**config.mk**
```make
export PLATFORM = sky130hd
export DESIGN_NAME = fat_directory_entry_decoder
export DESIGN_NICKNAME = d
export VERILOG_FILES = /design/src/design/fde_pkg.sv /design/src/design/fde_front.sv /design/src/design/fde_queue.sv /design/src/design/fde_back.sv /design/src/design/fat_directory_entry_decoder.sv
export SDC_FILE = /design/constraint.sdc
export NUM_CORES = 2
export LEC_CHECK = 0
export BUFFER_PORTS_ARGS = -buffer_cell sky130_fd_sc_hd__buf_4
export CAP_MARGIN = 0
export CORE_MARGIN = 2
export CORE_UTILIZATION = 54
export DETAILED_ROUTE_END_ITERATION = 7
export PLACE_DENSITY = 0.77
export REMOVE_ABC_BUFFERS = 1
export SLEW_MARGIN = 20
export SYNTH_ARGS = -nofsm -noshare
export SYNTH_HDL_FRONTEND = slang
export SYNTH_SLANG_ARGS = --single-unit
```
**constraint.sdc**
```tcl
create_clock -name clk -period 25 [get_ports clk]
set_input_delay 1.25 -clock clk [delete_from_list [all_inputs] [get_ports clk]]
set_output_delay 1.25 -clock clk [all_outputs]
set_load 0.01 [all_outputs]
```
**src/design/fde_pkg.sv**
```systemverilog
// Shared types and constants of the FAT directory entry decoder.
// Used by every module of the block; depends on nothing.
package fde_pkg;

    // Entry geometry
    localparam int ENTRY_LEN = 32;
    localparam int POS_W     = $clog2(ENTRY_LEN);
    localparam logic [POS_W-1:0] LAST_POS = POS_W'(ENTRY_LEN - 1);

    // Marker bytes
    localparam logic [7:0] LEAD_END       = 8'h00;
    localparam logic [7:0] LEAD_DELETED   = 8'hE5;
    localparam logic [7:0] ATTR_LONG_NAME = 8'h0F;
    localparam logic [7:0] ATTR_DIR_MASK  = 8'h10;

    // Configuration register indexes
    localparam int CFG_IDX_W = 2;
    localparam logic [CFG_IDX_W-1:0] CFG_PARTITION_START   = 2'd0;
    localparam logic [CFG_IDX_W-1:0] CFG_DATA_REGION_START = 2'd1;
    localparam logic [CFG_IDX_W-1:0] CFG_CLUSTER_SECTORS   = 2'd2;
    localparam logic [CFG_IDX_W-1:0] CFG_SECTOR_BYTES      = 2'd3;
    localparam int CFG_DATA_W = 48;

    // Arithmetic widths
    localparam int SECTOR_W = 48;
    localparam int BPC_W    = 24;   // 8 x 16 bit bytes per cluster
    localparam int PROD_W   = 40;   // 32 x 8 bit cluster offset in sectors
    localparam int DIV_STEPS = 16;  // two quotient bits per step
    localparam int DIV_CNT_W = $clog2(DIV_STEPS);

    // Queue between front and back
    localparam int QUEUE_DEPTH = 2;
    localparam int QPTR_W      = $clog2(QUEUE_DEPTH);
    localparam int QCNT_W      = $clog2(QUEUE_DEPTH + 1);

    // Output stream width, padded to whole bytes
    localparam int RESULT_BITS = 3 + 64 + 24 + 8 + 32 + 32 + 32 + 48;
    localparam int OUT_DATA_W  = ((RESULT_BITS + 7) / 8) * 8;

    typedef enum logic [2:0] {
        KIND_FILE      = 3'd0,
        KIND_DIR       = 3'd1,
        KIND_DELETED   = 3'd2,
        KIND_LONG_NAME = 3'd3,
        KIND_END       = 3'd4
    } entry_kind_t;

    // One classified entry, front to back
    typedef struct packed {
        entry_kind_t  kind;
        logic [63:0]  base_name;
        logic [23:0]  extension;
        logic [7:0]   attributes;
        logic [31:0]  first_cluster;
        logic [31:0]  file_size;
    } job_t;

    // One finished result
    typedef struct packed {
        logic [SECTOR_W-1:0] first_sector;
        logic [31:0]         cluster_count;
        logic [31:0]         file_size;
        logic [31:0]         first_cluster;
        logic [7:0]          attributes;
        logic [23:0]         extension;
        logic [63:0]         base_name;
        entry_kind_t         entry_kind;
    } result_t;

    // Configuration registers as seen by the back end
    typedef struct packed {
        logic [SECTOR_W-1:0] partition_start;
        logic [SECTOR_W-1:0] data_region_start;
        logic [7:0]          cluster_sectors;
        logic [15:0]         sector_bytes;
    } cfg_t;

    // Queue status
    typedef struct packed {
        logic full;
        logic not_empty;
    } qstat_t;

endpackage

```
**src/design/fde_front.sv**
```systemverilog
// Front end: gathers bytes into 32-byte entries and classifies them.
// Depends on fde_pkg.
module fde_front (
    input  logic          clk,
    input  logic          rst_n,
    input  logic          in_valid,
    output logic          in_ready,
    input  logic [7:0]    in_byte,
    input  logic          in_last,
    input  fde_pkg::qstat_t q_stat,
    output logic          push,
    output fde_pkg::job_t push_job
);

    logic [fde_pkg::POS_W-1:0] pos_reg;
    logic [fde_pkg::POS_W-1:0] pos_next;
    logic                      skip_reg;
    logic                      skip_next;
    logic [7:0]                entry_reg [fde_pkg::ENTRY_LEN];
    logic                      accept;
    logic                      at_last;
    fde_pkg::entry_kind_t      kind;

    // Stall only when an entry completes into a full queue
    assign at_last  = (pos_reg == fde_pkg::LAST_POS);
    assign in_ready = skip_reg || !at_last || !q_stat.full;
    assign accept   = in_valid && in_ready;
    assign push     = accept && !skip_reg && at_last;

    // Classification of the entry that completes with this byte
    always_comb
    begin
        if (entry_reg[0] == fde_pkg::LEAD_END)
            kind = fde_pkg::KIND_END;
        else if (entry_reg[0] == fde_pkg::LEAD_DELETED)
            kind = fde_pkg::KIND_DELETED;
        else if (entry_reg[11] == fde_pkg::ATTR_LONG_NAME)
            kind = fde_pkg::KIND_LONG_NAME;
        else if ((entry_reg[11] & fde_pkg::ATTR_DIR_MASK) != 8'h00)
            kind = fde_pkg::KIND_DIR;
        else
            kind = fde_pkg::KIND_FILE;
    end

    // Job fields; the last size byte is the one arriving now
    always_comb
    begin
        push_job.kind          = kind;
        push_job.base_name     = {entry_reg[7], entry_reg[6], entry_reg[5], entry_reg[4],
                                  entry_reg[3], entry_reg[2], entry_reg[1], entry_reg[0]};
        push_job.extension     = {entry_reg[10], entry_reg[9], entry_reg[8]};
        push_job.attributes    = entry_reg[11];
        push_job.first_cluster = {entry_reg[21], entry_reg[20], entry_reg[27], entry_reg[26]};
        push_job.file_size     = {in_byte, entry_reg[30], entry_reg[29], entry_reg[28]};
    end

    // Position and skip tracking
    always_comb
    begin
        pos_next  = pos_reg;
        skip_next = skip_reg;
        if (accept)
        begin
            if (skip_reg)
            begin
                if (in_last)
                begin
                    skip_next = 1'b0;
                    pos_next  = '0;
                end
            end
            else
            begin
                pos_next = pos_reg + 1'b1;   // wraps to 0 after the last byte
                if (at_last && kind == fde_pkg::KIND_END && !in_last)
                    skip_next = 1'b1;
                if (in_last)
                    pos_next = '0;
            end
        end
    end

    always_ff @(posedge clk or negedge rst_n)
    begin
        if (!rst_n)
        begin
            pos_reg  <= '0;
            skip_reg <= 1'b0;
        end
        else
        begin
            pos_reg  <= pos_next;
            skip_reg <= skip_next;
        end
    end

    // Entry byte store, no reset: every byte is written before use
    always_ff @(posedge clk)
    begin
        if (accept && !skip_reg)
            entry_reg[pos_reg] <= in_byte;
    end

endmodule

```
**src/design/fde_queue.sv**
```systemverilog
// Short job queue decoupling the front end from the back end.
// Depends on fde_pkg.
module fde_queue (
    input  logic            clk,
    input  logic            rst_n,
    input  logic            push,
    input  fde_pkg::job_t   push_job,
    input  logic            pop,
    output fde_pkg::job_t   head_job,
    output fde_pkg::qstat_t stat
);

    fde_pkg::job_t              mem_reg [fde_pkg::QUEUE_DEPTH];
    logic [fde_pkg::QPTR_W-1:0] wr_ptr_reg;
    logic [fde_pkg::QPTR_W-1:0] rd_ptr_reg;
    logic [fde_pkg::QCNT_W-1:0] count_reg;
    logic                       do_push;
    logic                       do_pop;

    assign stat.full      = (count_reg == fde_pkg::QCNT_W'(fde_pkg::QUEUE_DEPTH));
    assign stat.not_empty = (count_reg != '0);
    assign do_push        = push && !stat.full;
    assign do_pop         = pop && stat.not_empty;
    assign head_job       = mem_reg[rd_ptr_reg];

    function automatic logic [fde_pkg::QPTR_W-1:0] ptr_inc(
        input logic [fde_pkg::QPTR_W-1:0] p
    );
        if (p == fde_pkg::QPTR_W'(fde_pkg::QUEUE_DEPTH - 1))
            return '0;
        else
            return p + 1'b1;
    endfunction

    // Pointers and fill count
    always_ff @(posedge clk or negedge rst_n)
    begin
        if (!rst_n)
        begin
            wr_ptr_reg <= '0;
            rd_ptr_reg <= '0;
            count_reg  <= '0;
        end
        else
        begin
            if (do_push)
                wr_ptr_reg <= ptr_inc(wr_ptr_reg);
            if (do_pop)
                rd_ptr_reg <= ptr_inc(rd_ptr_reg);
            if (do_push && !do_pop)
                count_reg <= count_reg + 1'b1;
            else if (do_pop && !do_push)
                count_reg <= count_reg - 1'b1;
        end
    end

    // Storage
    always_ff @(posedge clk)
    begin
        if (do_push)
            mem_reg[wr_ptr_reg] <= push_job;
    end

endmodule

```
**src/design/fde_back.sv**
```systemverilog
// Back end: cluster count by iterative division, first sector, output register.
// Depends on fde_pkg.
module fde_back (
    input  logic            clk,
    input  logic            rst_n,
    input  fde_pkg::cfg_t   cfg,
    input  fde_pkg::qstat_t q_stat,
    input  fde_pkg::job_t   head_job,
    output logic            pop,
    output logic            out_valid,
    input  logic            out_ready,
    output fde_pkg::result_t out_result
);

    typedef enum logic [1:0] {
        ST_IDLE,
        ST_MUL,
        ST_DIV,
        ST_FIN
    } state_t;

    state_t                        state_reg;
    fde_pkg::job_t                 job_reg;
    logic [fde_pkg::BPC_W-1:0]     bpc_reg;
    logic [fde_pkg::PROD_W-1:0]    prod_reg;
    logic [fde_pkg::SECTOR_W-1:0]  base_reg;
    logic [31:0]                   quo_reg;
    logic [31:0]                   quo_next;
    logic [fde_pkg::BPC_W-1:0]     rem_reg;
    logic [fde_pkg::BPC_W-1:0]     rem_next;
    logic [fde_pkg::DIV_CNT_W-1:0] step_reg;
    logic                          out_valid_reg;
    fde_pkg::result_t              result_reg;

    logic [fde_pkg::BPC_W:0]       r1;
    logic [fde_pkg::BPC_W:0]       r1s;
    logic [fde_pkg::BPC_W:0]       r2;
    logic [fde_pkg::BPC_W:0]       r2s;
    logic                          ge1;
    logic                          ge2;
    logic                          needs_div;
    logic                          is_entry;
    logic                          out_free;
    logic [31:0]                   rel;
    logic [31:0]                   count;

    assign out_valid  = out_valid_reg;
    assign out_result = result_reg;
    assign out_free   = !out_valid_reg || out_ready;
    assign pop        = (state_reg == ST_IDLE) && q_stat.not_empty;

    assign needs_div = (job_reg.kind == fde_pkg::KIND_FILE) && (job_reg.file_size != '0);
    assign is_entry  = (job_reg.kind == fde_pkg::KIND_FILE) ||
                       (job_reg.kind == fde_pkg::KIND_DIR);
    assign rel       = job_reg.first_cluster - 32'd2;

    // Two restoring division steps per cycle
    always_comb
    begin
        r1  = {rem_reg, quo_reg[31]};
        ge1 = (r1 >= {1'b0, bpc_reg});
        r1s = ge1 ? (r1 - {1'b0, bpc_reg}) : r1;
        r2  = {r1s[fde_pkg::BPC_W-1:0], quo_reg[30]};
        ge2 = (r2 >= {1'b0, bpc_reg});
        r2s = ge2 ? (r2 - {1'b0, bpc_reg}) : r2;
        quo_next = {quo_reg[29:0], ge1, ge2};
        rem_next = r2s[fde_pkg::BPC_W-1:0];
    end

    // Ceiling of the quotient; zero when no division is needed, all ones for a zero divisor
    always_comb
    begin
        if (!needs_div)
            count = '0;
        else if (bpc_reg == '0)
            count = '1;
        else
            count = quo_reg + {31'd0, (rem_reg != '0)};
    end

    // Sequencer and output register
    always_ff @(posedge clk or negedge rst_n)
    begin
        if (!rst_n)
        begin
            state_reg     <= ST_IDLE;
            out_valid_reg <= 1'b0;
            step_reg      <= '0;
        end
        else
        begin
            // In the finishing state the output is either reloaded or still held
            if (out_valid_reg && out_ready && state_reg != ST_FIN)
                out_valid_reg <= 1'b0;
            case (state_reg)
                ST_IDLE:
                begin
                    if (pop)
                    begin
                        job_reg   <= head_job;
                        state_reg <= ST_MUL;
                    end
                end
                ST_MUL:
                begin
                    bpc_reg   <= fde_pkg::BPC_W'(cfg.sector_bytes) *
                                 fde_pkg::BPC_W'(cfg.cluster_sectors);
                    prod_reg  <= fde_pkg::PROD_W'(rel) *
                                 fde_pkg::PROD_W'(cfg.cluster_sectors);
                    base_reg  <= cfg.partition_start + cfg.data_region_start;
                    quo_reg   <= job_reg.file_size;
                    rem_reg   <= '0;
                    step_reg  <= '0;
                    state_reg <= needs_div ? ST_DIV : ST_FIN;
                end
                ST_DIV:
                begin
                    quo_reg  <= quo_next;
                    rem_reg  <= rem_next;
                    step_reg <= step_reg + 1'b1;
                    if (step_reg == fde_pkg::DIV_CNT_W'(fde_pkg::DIV_STEPS - 1))
                        state_reg <= ST_FIN;
                end
                ST_FIN:
                begin
                    if (out_free)
                    begin
                        out_valid_reg            <= 1'b1;
                        result_reg.entry_kind    <= job_reg.kind;
                        result_reg.base_name     <= is_entry ? job_reg.base_name : '0;
                        result_reg.extension     <= is_entry ? job_reg.extension : '0;
                        result_reg.attributes    <= is_entry ? job_reg.attributes : '0;
                        result_reg.first_cluster <= is_entry ? job_reg.first_cluster : '0;
                        result_reg.file_size     <= is_entry ? job_reg.file_size : '0;
                        result_reg.cluster_count <= count;
                        result_reg.first_sector  <= is_entry ?
                            (base_reg + {{(fde_pkg::SECTOR_W - fde_pkg::PROD_W){1'b0}},
                                         prod_reg}) : '0;
                        state_reg                <= ST_IDLE;
                    end
                end
                default:
                begin
                    state_reg <= ST_IDLE;
                end
            endcase
        end
    end

endmodule

```
**src/design/fat_directory_entry_decoder.sv**
```systemverilog
// Results: a non-empty file entry passes through the back end's 16-step divider;
// other kinds and empty files go from the multiply state straight to the finish.
// Throughput: one byte per cycle, held off only when an entry completes into a
// full queue; a two-entry queue between front and back absorbs output stalls.
// Reset: asynchronous, active low; clears position, queue, sequencer and
// output valid, and loads the configuration defaults (1 sector, 512 bytes).
module fat_directory_entry_decoder (
    input  logic                              clk,
    input  logic                              rst_n,
    input  logic                              s_axis_tvalid,
    output logic                              s_axis_tready,
    input  logic [7:0]                        s_axis_tdata,  // [7:0] data_byte
    input  logic                              s_axis_tlast,  // cluster_end
    output logic                              m_axis_tvalid,
    input  logic                              m_axis_tready,
    // [2:0] entry_kind, [66:3] base_name, [90:67] extension,
    // [98:91] attributes, [130:99] first_cluster, [162:131] file_size,
    // [194:163] cluster_count, [242:195] first_sector, rest zero
    output logic [fde_pkg::OUT_DATA_W-1:0]    m_axis_tdata,
    input  logic                              cfg_we,
    input  logic [fde_pkg::CFG_IDX_W-1:0]     cfg_index,
    input  logic [fde_pkg::CFG_DATA_W-1:0]    cfg_wdata
);

    fde_pkg::cfg_t    cfg_reg;
    fde_pkg::qstat_t  q_stat;
    fde_pkg::job_t    push_job;
    fde_pkg::job_t    head_job;
    fde_pkg::result_t result;
    logic             push;
    logic             pop;

    // Configuration registers
    always_ff @(posedge clk or negedge rst_n)
    begin
        if (!rst_n)
        begin
            cfg_reg.partition_start   <= '0;
            cfg_reg.data_region_start <= '0;
            cfg_reg.cluster_sectors   <= 8'd1;
            cfg_reg.sector_bytes      <= 16'd512;
        end
        else if (cfg_we)
        begin
            case (cfg_index)
                fde_pkg::CFG_PARTITION_START:
                    cfg_reg.partition_start <= cfg_wdata[fde_pkg::SECTOR_W-1:0];
                fde_pkg::CFG_DATA_REGION_START:
                    cfg_reg.data_region_start <= cfg_wdata[fde_pkg::SECTOR_W-1:0];
                fde_pkg::CFG_CLUSTER_SECTORS:
                    cfg_reg.cluster_sectors <= cfg_wdata[7:0];
                fde_pkg::CFG_SECTOR_BYTES:
                    cfg_reg.sector_bytes <= cfg_wdata[15:0];
                default:
                    cfg_reg <= cfg_reg;
            endcase
        end
    end

    fde_front u_front (
        .clk      (clk),
        .rst_n    (rst_n),
        .in_valid (s_axis_tvalid),
        .in_ready (s_axis_tready),
        .in_byte  (s_axis_tdata),
        .in_last  (s_axis_tlast),
        .q_stat   (q_stat),
        .push     (push),
        .push_job (push_job)
    );

    fde_queue u_queue (
        .clk      (clk),
        .rst_n    (rst_n),
        .push     (push),
        .push_job (push_job),
        .pop      (pop),
        .head_job (head_job),
        .stat     (q_stat)
    );

    fde_back u_back (
        .clk        (clk),
        .rst_n      (rst_n),
        .cfg        (cfg_reg),
        .q_stat     (q_stat),
        .head_job   (head_job),
        .pop        (pop),
        .out_valid  (m_axis_tvalid),
        .out_ready  (m_axis_tready),
        .out_result (result)
    );

    // Pack the result, kind in the lowest bits
    assign m_axis_tdata = {{(fde_pkg::OUT_DATA_W - fde_pkg::RESULT_BITS){1'b0}}, result};

endmodule

```
After elaboration in Yosys (flattened, before gate mapping)
Memories as Yosys holds them, arrays and structs flattened. A register that Yosys moved wholly into a read port is not among the register bits.
Cells that the tools add are included.

word-level totals
  register bits after elaboration = 548
  output and inout bits = 250
  memories = 2
  memory bits (read-only) = 0
  bits in latches = 0
  input port bits = 64
  word-level logic and storage cells = 137
  memory bits (writable) = 582

memories
  name               depth  bits a word  read ports  clocked after memory_dff  wr ports  line             RTL
  u_queue.mem_reg    2      163          1           1                         1         fde_queue.sv:13  fde_pkg::job_t mem_reg [fde_pkg::QUEUE_DEPTH];
  u_front.entry_reg  32     8            19          0                         1         fde_front.sv:19  logic [7:0] entry_reg [fde_pkg::ENTRY_LEN];

cells by class
  $lt $le $gt $ge = 2
  add/sub/neg operators = 12
  eq/ne operators = 18
  div/mod/pow operators = 0
  mux-type cells = 32
  bitwise gates (word level) = 0
  multipliers = 2
  shift-type cells = 0
  reduce and logical (&&, ||, !) cells = 44

operators by type and width
  cell                                                 count
  case mux 32 bit (2 select lines)                     1
  greater-or-equal comparator 25 x 24 -> 1 bit         2
  adder 48 x 40 -> 48 bit                              1
  adder 48 bit                                         1
  2-to-1 mux 24 bit                                    2
  case mux 24 bit (2 select lines)                     1
  subtractor 24 bit                                    2
  multiplier 32 x 8 -> 40 bit                          1
  adder 32 x 1 -> 32 bit                               1
  2-to-1 mux 32 bit                                    1
  nonzero test 32 bit                                  1
  subtractor 32 x 2 -> 32 bit (second input constant)  1
  logical NOT 24 bit                                   1
  multiplier 16 x 8 -> 24 bit                          1
  nonzero test 24 bit                                  1
  2-to-1 mux 5 bit                                     3
  2-to-1 mux 1 bit                                     14
  AND reduction 2 bit                                  7
  logical AND 1 bit                                    13
  == test 2 bit (second input constant)                5
  2-to-1 mux 2 bit                                     5
  2-to-1 mux 3 bit                                     3
  AND reduction 3 bit                                  3
  == test 8 x 4 -> 1 bit (second input constant)       1
  21 further kinds                                     38

Depth between registers and ports, before layout
  word-level depth = 12
  depth in mapped cells = 28
  gate-level depth less buffers = 27

By module
A second synthesis with hierarchy kept.

unflattened totals
  cells, all modules = 4,630
  area total of the unflattened synthesis = 62,015.7 µm²

by module, submodules not included
  module                       area an instance (µm²)  seq. area each (µm²)  cells each  instances
  fde_back                     40,206.1                17,411.7              3,600       1
  fde_queue                    12,055.3                9,889.5               526         1
  fde_front                    5,251.3                 4,714.5               243         1
  fat_directory_entry_decoder  4,503.1                 3,005.4               261         1

Worst setup path before layout
OpenSTA, ideal clock, no wires.

  path kind = in2reg
  start point = input s_axis_tvalid
  end point = memory u_queue.mem_reg[0][0] in the netlist's numbering, enable pin
  library setup time = 0.708 ns
  arrival time = 8.827 ns
  path slack = 15.465 ns
  stages = 3
  data required time = 24.292 ns
  buffers on the path = 0
  cell sequence = and3_1 -> nor2b_1 -> nor2b_1

between the ends
  longest elaborated chain between the ends = 6

ends and longest elaborated chain
  item                                    line                               RTL
  start, declared                         fat_directory_entry_decoder.sv:10  input logic s_axis_tvalid,
  logical AND 1 bit                       fde_front.sv:27                    assign accept = in_valid && in_ready;
  logical AND 1 bit (2 in a row)          fde_front.sv:28                    assign push = accept && !skip_reg && at_last;
  logical AND 1 bit                       fde_queue.sv:22                    assign do_push = push && !stat.full;
  named net u_queue.do_push               fde_queue.sv:17                    logic do_push;
  2-to-1 mux 1 bit                        fde_queue.sv:60                    if (do_push)
  2-to-1 mux 1 bit (implied by the code)  fde_queue.sv:61                    mem_reg[wr_ptr_reg] <= push_job;
  end, declared                           fde_queue.sv:13

The timed path passes the listed nets, and every way through them passes these cells.

Final worst setup path
  start point = register u_back.job_reg[33] in the netlist's numbering
  end point = register u_back.prod_reg[39] in the netlist's numbering (data pin)

between the ends
  longest elaborated chain between the ends = 2

ends and longest elaborated chain
  item                         line             RTL
  start, declared              fde_back.sv:23   fde_pkg::job_t job_reg;
  start signal, assigned       fde_back.sv:100  job_reg <= head_job;
  subtractor 32 x 2 -> 32 bit  fde_back.sv:55   assign rel = job_reg.first_cluster - 32'd2;
  multiplier 32 x 8 -> 40 bit  fde_back.sv:108  prod_reg <= fde_pkg::PROD_W'(rel) *
  end signal, assigned         fde_back.sv:108
  end, declared                fde_back.sv:25   logic [fde_pkg::PROD_W-1:0] prod_reg;

No other way between the ends.
A chain may end at the register's enable or synchronous reset.

==> impl_metrics.py <==
metrics = {
    "sta": {
        "period_share_pct": 30.60,
        "setup_viol": 0,
        "hold_viol_final": 0,
        "worst_pin_slew_ps": 1102,
        "fin_setup_tns_ps": 0,
        "fmax_mhz": 130.7,
        "holdWs_ps": 408.7,
        "rsz0062_at_grt": "false",
        "fin_crit_ps": 7650,
        "drv_slew": 0,
        "finClkSkew_ps": 93.97,
        "maxSlewHeadroom_pct": 26.56,
    },
    "worst_setup_path": {
        "slowest_delay_ps": 630,
        "worst_path_max_delay_cell": "or4_1",
        "worstPathMaxFanout": 9,
        "crit_top_cell": "fa_1",
        "start_kind": "register",
        "required_ps": 25460,
        "arrival_ps": 8110,
        "cp-end-kind": "register",
        "regToRegEndpoint": "u_back.prod_reg[39]$_DFFE_PP_",
        "reg2reg_depth": 25,
        "path_class": "register to register",
        "rr_startpoint": "u_back.job_reg[33]$_DFFE_PP_",
        "r2r_setup_slack_ps": 17350,
    },
    "clock_tree": {
        "cts.sinks": 1189,
        "cts_setup_buffers": 0,
        "cts_hold_buf": 0,
        "clock_path_buffers": 3,
        "numCtsBuffers": 114,
        "clk_root_buffer_cell": "clkbuf_16",
        "cts_resized": 0,
        "cts_tree": "built",
        "h-tree-depth": 3,
        "clk_latency_ps": 750,
        "path_clk_slew_ps": 60,
    },
    "placed_design": {
        "dp_cells": 6233,
        "io_buffer_count": 308,
        "gp_congestion": 0.9109,
        "dp_hpwl_um": 90970,
    },
    "logic_synthesis": {
        "yosys.cell_types.count": 76,
        "syn-cell-area_um2": 61160,
        "ys.flop_type": "edfxtp_1",
        "ys_ff_latch": 1189,
        "synth_area_per_cell_um2": 13.51,
        "synth-edff-count": 1052,
        "synthCells": 4528,
        "synthArstFlopShare_pct": 11.52,
        "yosysSeqAreaShare_pct": 57.26,
        "yosysWarnings": 0,
    },
    "layout": {
        "final_common_cell": "edfxtp_1",
        "fin_util_pct": 61.49,
        "nets": 5435,
        "largest_reg_flops": 326,
        "final_cell_mix": "1052 x edfxtp_1, 354 x inv_1, 337 x buf_4",
        "syn2layout_area_growth_pct": 12.96,
        "drive_gt1_share_pct": 17.61,
        "fin_cells": 6450,
    },
    "job": {
        "cap_viol_max_count": 0,
    },
    "die": {
        "die_y_um": 340.5,
        "io_pins": 314,
        "start_util_pct": 54.44,
        "die_area_um2": 116000,
        "row_count": 123,
        "fp.dieW_um": 340.5,
        "core_um2": 112300,
    },
    "route": {
        "vias": 36250,
        "drt_iter0_markers": 2745,
        "avgViaCountPerCell": 5.619,
        "first_pass_iters": 5,
        "route.detailed.drc": 0,
        "wire_per_inst_um": 20.97,
        "postRouteAntennaNets": 0,
        "drt-total-wl_um": 135200,
    },
    "min_path": {
        "min_path_type": "register to register",
        "holdPathStages": 0,
        "worstHoldStart": "u_front.entry_reg[21][3]$_DFFE_PP_",
        "hold_end": "u_queue.mem_reg[1][59]$_DFFE_PP_",
    },
    "global_route": {
        "antenna_found_initial": 9,
        "grt_pass1_vias": 36810,
        "grt_max_degree": 101,
        "grt_pass1_wl_um": 208900,
        "gr-usage-all-layers_pct": 23.20,
        "grt_overflow": 0,
    },
    "outcome": {
        "status": "finished, final reports clean",
    },
}
[layout make-up]
type / instances / area, um2
flip-flops and latches: 1189 / 35030
inverters: 355 / 1333
diodes: 4 / 10.01
well taps: 1500 / 1877
clock inverters: 66 / 883.3
multi-input cells: 2847 / 24310
repair buffers: 342 / 2586
fillers: 8502 / 43260
clock buffers: 147 / 3058
[critical path: cells and delay by family, from the launching register on]
| kind | cells | cell delay (ps) |
|---|---|---|
| compound gates | 8 | 1670 |
| simple gates | 6 | 1580 |
| xor+xnor | 2 | 620 |
| flops | 1 | 520 |
| fa+ha+maj | 6 | 2690 |
| buf+inv | 3 | 270 |
[kinds of logic (layout without fill, tap and decap cells)]
kind of cell / count (synthesis) / after routing / share of synthesized area [%]
multiplexers: 341 / 341 / 6.233
XOR/XNOR: 237 / 237 / 3.394
other: 1 / 9 / 0.006131
AND/OR/NAND/NOR: 1176 / 1176 / 10.21
buffers and inverters: 496 / 910 / 3.109
AO/OA/AOI/OAI: 566 / 566 / 5.816
flip-flops: 1189 / 1189 / 57.26
adder cells (fa/ha/maj): 522 / 522 / 13.97
[worst max path at each step]
stage,from,endpoint,slack (ps)
floorplan,s_axis_tvalid,u_queue.mem_reg[0][0]$_DFFE_PP_,15470
global placement,u_back.job_reg[33]$_DFFE_PP_,u_back.prod_reg[39]$_DFFE_PP_,17520
detailed placement,u_back.job_reg[33]$_DFFE_PP_,u_back.prod_reg[39]$_DFFE_PP_,17380
CTS,u_back.job_reg[33]$_DFFE_PP_,u_back.prod_reg[37]$_DFFE_PP_,17290
global route,u_back.job_reg[33]$_DFFE_PP_,u_back.prod_reg[39]$_DFFE_PP_,16760
finish,u_back.job_reg[33]$_DFFE_PP_,u_back.prod_reg[39]$_DFFE_PP_,17350
[per-layer routing]
| metal | share of wire (%) | GRT usage, % | vias to the layer above |
|---|---|---|---|
| met2 | 47 | 36.85 | 1197 |
| met5 | 0.0096 | 0 | - |
| met3 | 8.1 | 5.665 | 174 |
| met1 | 43 | 32.37 | 18220 |
| met4 | 2.0 | 5.791 | 2 |
| li1 | - | - | 16660 |
[per-stage QoR]
step           setup WS [ps]  area [um2]
6_report               17350       69090
4_1_cts                17290       69060
5_1_grt                16760       69080
3_3_place_gp           17520       65120
2_1_floorplan          15470       60610
3_5_place_dp           17380       65120
[cell usage after synthesis, types with 13 or more instances]
master    number  area, um2
clkbuf_1     118      442.9
mux2i_1       22      220.2
nand4_1       29      181.4
nor2_1       184      690.7
a21oi_1      209       1046
a211oi_1      16      120.1
dfrtp_1      135       3378
o21ai_1       35      175.2
nor2b_1      194       1214
nand3_1       54      270.3
buf_1         13      48.80
or3_1         15      93.84
nand2_1      231      867.1
nor4_1        35      219.0
edfxtp_1    1052      31590
nor3_1        46      230.2
and3_1        30      187.7
mux2_2       319       3592
xor2_1        95      832.1
xnor2_1      142       1244
o21ai_0       76      380.4
a31oi_1       19      118.9
ha_1         254       3178
o21a_1        22      165.2
nand2b_1      55      344.1
inv_1        354       1329
o21bai_1      21      157.7
a21o_1        82      615.6
fa_1         268       5365
and2_1       263       1645
Power is not shown: default switching activity piles up to over one toggle a cycle in this logic, so the estimate is an artifact.
